--- src/hdl/dtmr_pkg.sv ---
// dtmr_pkg: shared types, constants and helpers for the divider and reloading timer
// no dependencies; imported by divider_and_reloading_timer_top

package dtmr_pkg;

  // field widths
  localparam int CYCLES_W = 6;
  localparam int COUNT_W  = 8;
  localparam int CFG_W    = 8;
  localparam int IDX_W    = 2;
  // accumulator holds prescaler (up to 255) plus one step (up to 63)
  localparam int ACC_W    = 9;

  // divider period, a power of two so the split is a shift and a mask
  localparam int DIV_PERIOD = 64;
  localparam int DIV_SHIFT  = $clog2(DIV_PERIOD);

  // configuration register indexes
  typedef enum logic [IDX_W-1:0] {
    REG_TIMER_ENABLE = 2'd0,
    REG_CLOCK_SELECT = 2'd1,
    REG_RELOAD_VALUE = 2'd2
  } cfg_reg_t;

  // timer period codes
  typedef enum logic [1:0] {
    SEL_256 = 2'd0,
    SEL_4   = 2'd1,
    SEL_16  = 2'd2,
    SEL_64  = 2'd3
  } clk_sel_t;

  // sequencer states
  typedef enum logic [1:0] {
    S_IDLE,
    S_STEP,
    S_EMIT
  } state_t;

  // timer period length for a select code
  function automatic logic [ACC_W-1:0] period_of(input logic [1:0] sel);
    logic [ACC_W-1:0] p;
    case (sel)
      SEL_256: p = 9'd256;
      SEL_4:   p = 9'd4;
      SEL_16:  p = 9'd16;
      SEL_64:  p = 9'd64;
      default: p = 9'd256;
    endcase
    return p;
  endfunction

endpackage

--- src/hdl/divider_and_reloading_timer_top.sv ---
// divider_and_reloading_timer_top: free-running divider and reloading timer
// depends on dtmr_pkg
//
//  channel | ports                                            | direction
//  --------+--------------------------------------------------+----------
//  in      | in_valid, in_stall, in_elapsed_cycles, in_cpu_stopped | into block
//  out     | out_valid, out_stall, out_divider_value, out_timer_value,
//          | out_timer_overflow                               | out of block
//  cfg     | cfg_wr_en, cfg_index, cfg_wdata                  | into block
//
// with the timer enabled, a transaction steps once for each timer period elapsed
// (up to 79 periods with the shortest period) and then emits; with it disabled it goes straight to emit;
// the subtract-and-compare step on the timer accumulator retires one period a cycle.
// in_stall is high from acceptance until the result is loaded into the output register.
// a held out_stall keeps the finished result waiting in the emit state.
// rst_n is synchronous; reset clears counters, prescalers, state and config registers, not the output payload.

module divider_and_reloading_timer_top (
  input  logic                          clk,
  input  logic                          rst_n,
  input  logic                          in_valid,
  output logic                          in_stall,
  input  logic [dtmr_pkg::CYCLES_W-1:0] in_elapsed_cycles,
  input  logic                          in_cpu_stopped,
  output logic                          out_valid,
  input  logic                          out_stall,
  output logic [dtmr_pkg::COUNT_W-1:0]  out_divider_value,
  output logic [dtmr_pkg::COUNT_W-1:0]  out_timer_value,
  output logic                          out_timer_overflow,
  input  logic                          cfg_wr_en,
  input  logic [dtmr_pkg::IDX_W-1:0]    cfg_index,
  input  logic [dtmr_pkg::CFG_W-1:0]    cfg_wdata
);
  import dtmr_pkg::*;

  state_t             state_r, state_nxt;
  logic               tmr_en_r;
  logic [1:0]         clk_sel_r;
  logic [COUNT_W-1:0] reload_r;
  logic [COUNT_W-1:0] div_cnt_r, div_cnt_nxt;
  logic [COUNT_W-1:0] div_pre_r, div_pre_nxt;
  logic [COUNT_W-1:0] tmr_cnt_r, tmr_cnt_nxt;
  logic [COUNT_W-1:0] tmr_pre_r, tmr_pre_nxt;
  logic [ACC_W-1:0]   acc_r, acc_nxt;
  logic               ovf_r, ovf_nxt;
  logic               out_valid_r, out_valid_nxt;
  logic [COUNT_W-1:0] out_div_r, out_div_nxt;
  logic [COUNT_W-1:0] out_tmr_r, out_tmr_nxt;
  logic               out_ovf_r, out_ovf_nxt;

  logic               in_take;
  logic               out_free;
  logic [ACC_W-1:0]   period;
  logic [ACC_W-1:0]   div_sum;
  logic [ACC_W-1:0]   div_steps;
  logic [COUNT_W-1:0] tmr_inc;

  assign in_stall = (state_r != S_IDLE);
  assign in_take  = in_valid && !in_stall;
  assign out_free = !out_valid_r || !out_stall;
  assign period   = period_of(clk_sel_r);

  // divider split: quotient by shift, remainder by mask
  assign div_sum   = ACC_W'(div_pre_r) + ACC_W'(in_elapsed_cycles);
  assign div_steps = div_sum >> DIV_SHIFT;
  assign tmr_inc   = tmr_cnt_r + 8'd1;

  // configuration writes, unknown index ignored
  always_ff @(posedge clk) begin
    if (!rst_n) begin
      tmr_en_r  <= 1'b0;
      clk_sel_r <= 2'd0;
      reload_r  <= '0;
    end else if (cfg_wr_en) begin
      case (cfg_index)
        REG_TIMER_ENABLE: tmr_en_r  <= cfg_wdata[0];
        REG_CLOCK_SELECT: clk_sel_r <= cfg_wdata[1:0];
        REG_RELOAD_VALUE: reload_r  <= cfg_wdata;
        default: ;
      endcase
    end
  end

  // state and counter registers
  always_ff @(posedge clk) begin
    if (!rst_n) begin
      state_r     <= S_IDLE;
      div_cnt_r   <= '0;
      div_pre_r   <= '0;
      tmr_cnt_r   <= '0;
      tmr_pre_r   <= '0;
      acc_r       <= '0;
      ovf_r       <= 1'b0;
      out_valid_r <= 1'b0;
    end else begin
      state_r     <= state_nxt;
      div_cnt_r   <= div_cnt_nxt;
      div_pre_r   <= div_pre_nxt;
      tmr_cnt_r   <= tmr_cnt_nxt;
      tmr_pre_r   <= tmr_pre_nxt;
      acc_r       <= acc_nxt;
      ovf_r       <= ovf_nxt;
      out_valid_r <= out_valid_nxt;
    end
  end

  // output payload register
  always_ff @(posedge clk) begin
    out_div_r <= out_div_nxt;
    out_tmr_r <= out_tmr_nxt;
    out_ovf_r <= out_ovf_nxt;
  end

  // sequencer: accept, step timer one period a cycle when enabled, emit
  always_comb begin
    state_nxt     = state_r;
    div_cnt_nxt   = div_cnt_r;
    div_pre_nxt   = div_pre_r;
    tmr_cnt_nxt   = tmr_cnt_r;
    tmr_pre_nxt   = tmr_pre_r;
    acc_nxt       = acc_r;
    ovf_nxt       = ovf_r;
    out_valid_nxt = out_valid_r && out_stall;
    out_div_nxt   = out_div_r;
    out_tmr_nxt   = out_tmr_r;
    out_ovf_nxt   = out_ovf_r;
    case (state_r)
      S_IDLE: begin
        if (in_take) begin
          // divider updates at once unless the cpu is stopped
          if (!in_cpu_stopped) begin
            div_cnt_nxt = div_cnt_r + div_steps[COUNT_W-1:0];
            div_pre_nxt = div_sum[COUNT_W-1:0] & COUNT_W'(DIV_PERIOD - 1);
          end
          ovf_nxt = 1'b0;
          if (tmr_en_r) begin
            acc_nxt   = ACC_W'(tmr_pre_r) + ACC_W'(in_elapsed_cycles);
            state_nxt = S_STEP;
          end else begin
            // frozen timer: prescaler passes through unchanged
            acc_nxt   = ACC_W'(tmr_pre_r);
            state_nxt = S_EMIT;
          end
        end
      end
      S_STEP: begin
        if (acc_r >= period) begin
          acc_nxt = acc_r - period;
          if (tmr_inc == '0) begin
            tmr_cnt_nxt = reload_r;
            ovf_nxt     = 1'b1;
          end else begin
            tmr_cnt_nxt = tmr_inc;
          end
        end else begin
          state_nxt = S_EMIT;
        end
      end
      S_EMIT: begin
        if (out_free) begin
          tmr_pre_nxt   = acc_r[COUNT_W-1:0];
          out_valid_nxt = 1'b1;
          out_div_nxt   = div_cnt_r;
          out_tmr_nxt   = tmr_cnt_r;
          out_ovf_nxt   = ovf_r;
          state_nxt     = S_IDLE;
        end
      end
      default: state_nxt = S_IDLE;
    endcase
  end

  assign out_valid          = out_valid_r;
  assign out_divider_value  = out_div_r;
  assign out_timer_value    = out_tmr_r;
  assign out_timer_overflow = out_ovf_r;

`ifndef SYNTHESIS
  // an accepted transaction always leaves idle
  a_take_busy: assert property (@(posedge clk) disable iff (!rst_n)
    in_take |=> state_r != S_IDLE)
    else $error("accepted transaction did not start the sequencer");

  // accumulator never exceeds prescaler maximum plus one step
  a_acc_range: assert property (@(posedge clk) disable iff (!rst_n)
    state_r == S_STEP |-> acc_r <= 9'd318)
    else $error("timer accumulator out of range");

  // leftover prescale fits in eight bits once stepping is done
  a_acc_done: assert property (@(posedge clk) disable iff (!rst_n)
    state_r == S_EMIT |-> acc_r[ACC_W-1] == 1'b0)
    else $error("timer prescale overflowed at emit");

  // a new result is loaded only when leaving the emit state
  a_load_emit: assert property (@(posedge clk) disable iff (!rst_n)
    (out_valid_r && out_stall) || !out_valid_r |=>
      !out_valid_r || $past(state_r) == S_EMIT || $past(out_valid_r))
    else $error("result loaded outside emit state");
`endif

endmodule
--- config.mk ---
export PLATFORM = sky130hd
export DESIGN_NAME = divider_and_reloading_timer_top
export DESIGN_NICKNAME = d
export VERILOG_FILES = /design/src/hdl/dtmr_pkg.sv /design/src/hdl/divider_and_reloading_timer_top.sv
export SDC_FILE = /design/constraint.sdc
export NUM_CORES = 1
export LEC_CHECK = 0
export ABC_AREA = 1
export ABC_CLOCK_PERIOD_IN_PS = 2300
export BUFFER_PORTS_ARGS = -buffer_cell sky130_fd_sc_hd__clkbuf_2
export CAP_MARGIN = 20
export CORE_UTILIZATION = 29
export DETAILED_ROUTE_END_ITERATION = 16
export PLACE_DENSITY = 0.51
export SYNTH_ARGS = -nofsm -noshare
export SYNTH_HDL_FRONTEND = slang
export SYNTH_SLANG_ARGS = --single-unit
--- constraint.sdc ---
create_clock -name clk -period 2.3 [get_ports clk]
set_input_delay 0.23 -clock clk [delete_from_list [all_inputs] [get_ports clk]]
set_output_delay 0.23 -clock clk [all_outputs]
set_load 0.05 [all_outputs]
### After elaboration in Yosys (flattened, before gate mapping)

Cells that the tools add are included.

| operators by class | value |
|---|---|
| shifts and indexed selects | 0 |
| muxes and demuxes | 17 |
| eq/ne operators | 12 |
| reduce and logical (&&, ||, !) cells | 21 |
| bitwise operators | 1 |
| order comparisons | 1 |
| $add $sub $neg | 5 |
| multiply operators | 0 |
| divide/modulo/power cells | 0 |

Operators by type and width:

| cell | count |
|---|---|
| 9-bit case mux with 4 select lines | 1 |
| 9-bit two-way mux | 3 |
| 9-bit case mux with 2 select lines | 1 |
| 2-bit != test (second input constant) | 5 |
| 2-bit AND reduction | 5 |
| 8-bit by 6-bit adder with 9-bit output | 1 |
| 9-bit >= comparator | 1 |
| 3-bit AND reduction | 3 |
| 9-bit subtractor | 1 |
| 8-bit by 1-bit adder with 8-bit output | 1 |
| 8-bit by 1-bit adder with 8-bit output (second input constant) | 1 |
| 2-bit == test (second input constant) | 4 |
| 8-bit logical NOT | 1 |
| 2-bit two-way mux | 4 |
| 8-bit two-way mux | 1 |
| 6-bit by 6-bit adder with 7-bit output | 1 |
| 2-bit by 1-bit == test with 1-bit output (second input constant) | 3 |
| 2-bit logical NOT | 3 |
| 2-bit case mux with 3 select lines | 1 |
| 1-bit two-way mux | 5 |
| 4-bit AND reduction | 1 |
| 2-bit nonzero test | 2 |
| 1-bit logical NOT | 3 |
| 1-bit logical AND | 2 |
| 3 further kinds | 3 |

| storage, ports and cells | value |
|---|---|
| bits in latches | 0 |
| memories kept | 0 |
| word-level logic and storage cells | 71 |
| input bits | 22 |
| bits in read-only memories | 0 |
| output and inout bits | 19 |
| register bits after elaboration | 71 |
| RAM bits | 0 |

### Longest topological paths before layout

| logic depth | value |
|---|---|
| depth after elaboration | 5 |
| mapped depth | 15 |
| mapped depth without buffers | 15 |

### Worst setup path after synthesis

No wires, ideal clock.

| timing path | value |
|---|---|
| path type | register to register |
| start point | reg div_pre_r[0] |
| end point | reg div_cnt_r[6] |
| stages on the path, launching flop included | 16 |
| path slack | 11 ps |
| clock period less this slack | 2,289 ps |
| data arrival time | 2,169 ps |
| setup time | 120 ps |
| path buffers | 0 |
| data required time | 2,180 ps |
| path through | dfxtp_1 > ha_1 > fa_1 > nand2_1 > nand2_1 > a21oi_1 > o21bai_1 > a21o_1 > ha_1 > ha_1 > nand2_1 > nor2_2 > nand2_1 > nor3_2 > o21ai_0 > a21oi_1 |

| on the way | value |
|---|---|
| longest elaborated chain between the ends | 2 |

Ends and longest elaborated chain:

| item | line | RTL |
|---|---|---|
| from (decl) | divider_and_reloading_timer_top.sv:41 | `logic [COUNT_W-1:0] div_pre_r, div_pre_nxt;` |
| from (signal assigned) | divider_and_reloading_timer_top.sv:98 | `div_pre_r <= div_pre_nxt;` |
| 6-bit by 6-bit adder with 7-bit output | divider_and_reloading_timer_top.sv:64 | `assign div_sum = ACC_W'(div_pre_r) + ACC_W'(in_elapsed_cycles);` |
| 8-bit by 1-bit adder with 8-bit output | divider_and_reloading_timer_top.sv:132 | `div_cnt_nxt = div_cnt_r + div_steps[COUNT_W-1:0];` |
| to (signal assigned) | divider_and_reloading_timer_top.sv:97 | `div_cnt_r <= div_cnt_nxt;` |
| to (decl) | divider_and_reloading_timer_top.sv:40 | `logic [COUNT_W-1:0] div_cnt_r, div_cnt_nxt;` |

Every way passes these cells.
A chain may end at the register's enable or synchronous reset.

### Worst setup path in the final report

Ends and elaborated chain as after synthesis.

==> metrics.txt <==
antenna cell count 0; commonest non-fill, non-tap cell in the layout sky130_fd_sc_hd__nand2_1; first-pass GRT wire length around 14000 um; max-cap violations 0; wire length reported by the detailed router roughly 8400 um; filler cell count in the final layout around 1300; starting utilization of the core area 0.2981; Max H-tree Level 3; worst skew pair latency between 0.3 and 0.4 ns; distinct cell type count of the synthesized netlist just over 40; CTS max path bufs 2; Top Ports 41; worst path cell trace ha_4, fa_2, nand2_2, nand2_1, a21oi_2, o21bai_1, a21o_1, ha_2, ha_2, nand2_2, nor2_2, nand2_2, nor3_2, o21ai_1, a21oi_1; highest clock rate roughly 440 MHz; number of global-route vias before repair slightly below 3000; Worst Setup Start Kind flop; synthesis warning total 0; initial antenna violation count 0; nets between 500 and 600; Critical path buffers and inverters 0; Slowest-stage cell, CP sky130_fd_sc_hd__fa_2; critical path's most frequent cell sky130_fd_sc_hd__nand2_2; Final HPWL DP 6219 um; row count 41; setup clock skew after layout roughly 0.007 ns; largest driver fanout on the critical path 3; path class of the lowest-slack min-delay path in -> reg; total overflow reported by the global router 0; floorplan die height roughly 120 um; total power ~3.4 mW; startpoint-to-endpoint class of the critical path reg -> reg; Yosys reg bits just over 70; Final min period between 2 and 2.5 ns; area overhead of the layout relative to synthesis 20.88%; IR drop worst, VDD about 310 uV; total nets after synthesis 534; clock slew at reported path FFs approximately 0.06 ns; total iterations of the first detailed-routing run 4; # port buffers 40; PnR worst setup slack about 0.029 ns; power density normalized to cell area about 750 nW/um2; number of buffers created by CTS 9; die outline area roughly 13000 um2; Max-slew headroom 0.5520; count of final max-slew check failures 0; syn_area_per_cell between 7 and 8 um2; share of post-route cells with drive strength above 1 0.1828; setup repair after global routing missed its margin yes; DR vias/cell 4.363; Core ar. 12620 um2; total of hold buffers inserted after clock tree synthesis 0; routed via count ~3100; slew of the pin with the lowest slew margin between 0.6 and 0.7 ns; netlist area before placement between 3000 and 4000 um2; top library cells by usage in the layout, fill and taps aside sky130_fd_sc_hd__nand2_1, sky130_fd_sc_hd__inv_1, sky130_fd_sc_hd__nor2_1, sky130_fd_sc_hd__dfxtp_1, sky130_fd_sc_hd__a21oi_1; Arrival @ worst endpoint roughly 2.5 ns; worst path required time 2.52 ns; kind of cell adding the most delay to the critical path adder cells; post-detailed-route wirelength per cell approximately 12 um; maximum number of pins on one net before global-route repair 37; synthesized netlist cell count 490; portion of the post-synthesis area used by sequential elements 0.4230; worst setup slack before clock tree synthesis -0.1638 ns; setup violators final 0; weighted congestion at the end of routability-driven global placement between 0.8 and 0.9; Die X-Extent 115.9 um; Critical Path End Type flop; Final Hold Vio Count 0; final worst-path cycle share 0.9876; starting DRC count in detailed routing 134; root buf cell sky130_fd_sc_hd__clkbuf_16; run status finished, final reports clean; Sink Count 71; Remaining DRCs 0; static leakage power roughly 2.1 nW; number of nets with antenna violations after detailed routing 0; longest individual stage delay on the worst path around 0.41 ns; global router's overall resource usage 0.1326; TritonCTS clock tree built
## per-stage QoR
stage          hold WS (ns)  instances  utilization  TNS [ns]  area [um2]
2_1_floorplan        0.3649        490            -         0        3762
3_3_place_gp         0.4309        701       0.3323   -0.1241        4194
3_5_place_dp         0.4361        701       0.3323   -0.2882        4194
4_1_cts              0.1202        718       0.3577         0        4514
5_1_grt              0.1249        719       0.3604   -0.1439        4548
6_report             0.1273        719       0.3604         0        4548
## worst register-to-register path, stage by stage (launching register included)
cell	delay [ns]
sky130_fd_sc_hd__dfxtp_2	0.34
sky130_fd_sc_hd__ha_4	0.17
sky130_fd_sc_hd__fa_2	0.41
sky130_fd_sc_hd__nand2_2	0.07
sky130_fd_sc_hd__nand2_1	0.07
sky130_fd_sc_hd__a21oi_2	0.14
sky130_fd_sc_hd__o21bai_1	0.07
sky130_fd_sc_hd__a21o_1	0.16
sky130_fd_sc_hd__ha_2	0.17
sky130_fd_sc_hd__ha_2	0.18
sky130_fd_sc_hd__nand2_2	0.07
sky130_fd_sc_hd__nor2_2	0.04
sky130_fd_sc_hd__nand2_2	0.07
sky130_fd_sc_hd__nor3_2	0.05
sky130_fd_sc_hd__o21ai_1	0.11
sky130_fd_sc_hd__a21oi_1	0.04
## metal layers
| metal | GRT usage | up-vias | part of all wire |
|---|---|---|---|
| li1 | - | 1731 | - |
| met1 | 0.1747 | 1362 | 0.53 |
| met2 | 0.2115 | 42 | 0.43 |
| met3 | 0.03138 | 2 | 0.030 |
| met4 | 0.04701 | 0 | 0.0053 |
| met5 | 0 | - | 0 |
## cell families after synthesis
kind of cell	Yosys count	share of synthesized area
xor gates and xnor gates	5	0.01164
AOI/OAI and AO/OA	106	0.1507
DFF	71	0.4230
buffers and inverters	77	0.08214
adders and majority gates	22	0.07715
and+or+nand+nor	209	0.2554
## report_power, final
part / internal, mW / total, mW / leakage, nW / switching (mW)
logic: 0.196 / 0.587 / 1.33 / 0.391
clock network: 0.893 / 1.40 / 0.152 / 0.502
registers: 1.36 / 1.41 / 0.606 / 0.0483
total: 2.45 / 3.39 / 2.09 / 0.941
## path summary, 6_finish.rpt
path	from	to	slack, ns	cells past startpoint
hold / removal	cfg_wdata[6]	reload_r[6]	0.13	3
setup / recovery	div_pre_r[0]	div_cnt_r[6]	0.03	15
setup reg to reg	div_pre_r[0]	div_cnt_r[6]	0.03	15
hold reg to reg	ovf_r	out_timer_overflow	0.44	0
## timing repair
action,CTS,global route
pin swaps,1,8
setup buffers,1,1
endpoints found under the setup margin,2,5
resized for setup,4,9
## final cells by class
class,count,area [um2],area share
multi-input cells,342,1901,0.4179
flip-flops and latches,71,1593,0.3502
clock inverters,4,45.04,0.009904
clock buffers,12,256.5,0.05640
inverters,66,247.7,0.05447
repair buffers,52,290.3,0.06382
well taps,172,215.2,0.04732
## synthesized netlist by cell type (all sizes together)
library cell  instances  area, um2
nor3                  6      40.04
edfxtp               17      510.5
or2                   4      25.03
nand2                97      386.6
nor4                  1      6.260
a211oi                1      7.510
nor2                 63      280.3
buf                   7      46.29
o211ai                2      15.01
nand3                31      177.7
dfxtp                54       1081
a31oi                 3      18.77
clkbuf                4      15.01
nand3b                1      7.510
o21a                  2      15.01
inv                  64      240.2
clkinv                2      7.510
ha                   20      250.2
nand4                 6      37.54
a21oi                43      219.0
xnor2                 1      8.760
o22ai                 1      6.260
a21o                  1      7.510
xor2                  4      35.03
fa                    2      40.04
o21bai                5      37.54
o21ai                48      240.2
## sequential cells by signal (all words and copies together), names as in the netlist, 6 cells and up
register and flops:
acc_r 9, div_pre_r 6, tmr_cnt_r 8, tmr_pre_r 8, reload_r 8, out_divider_value 8
out_timer_value 8, div_cnt_r 8
(Power assumes the default switching activity.)
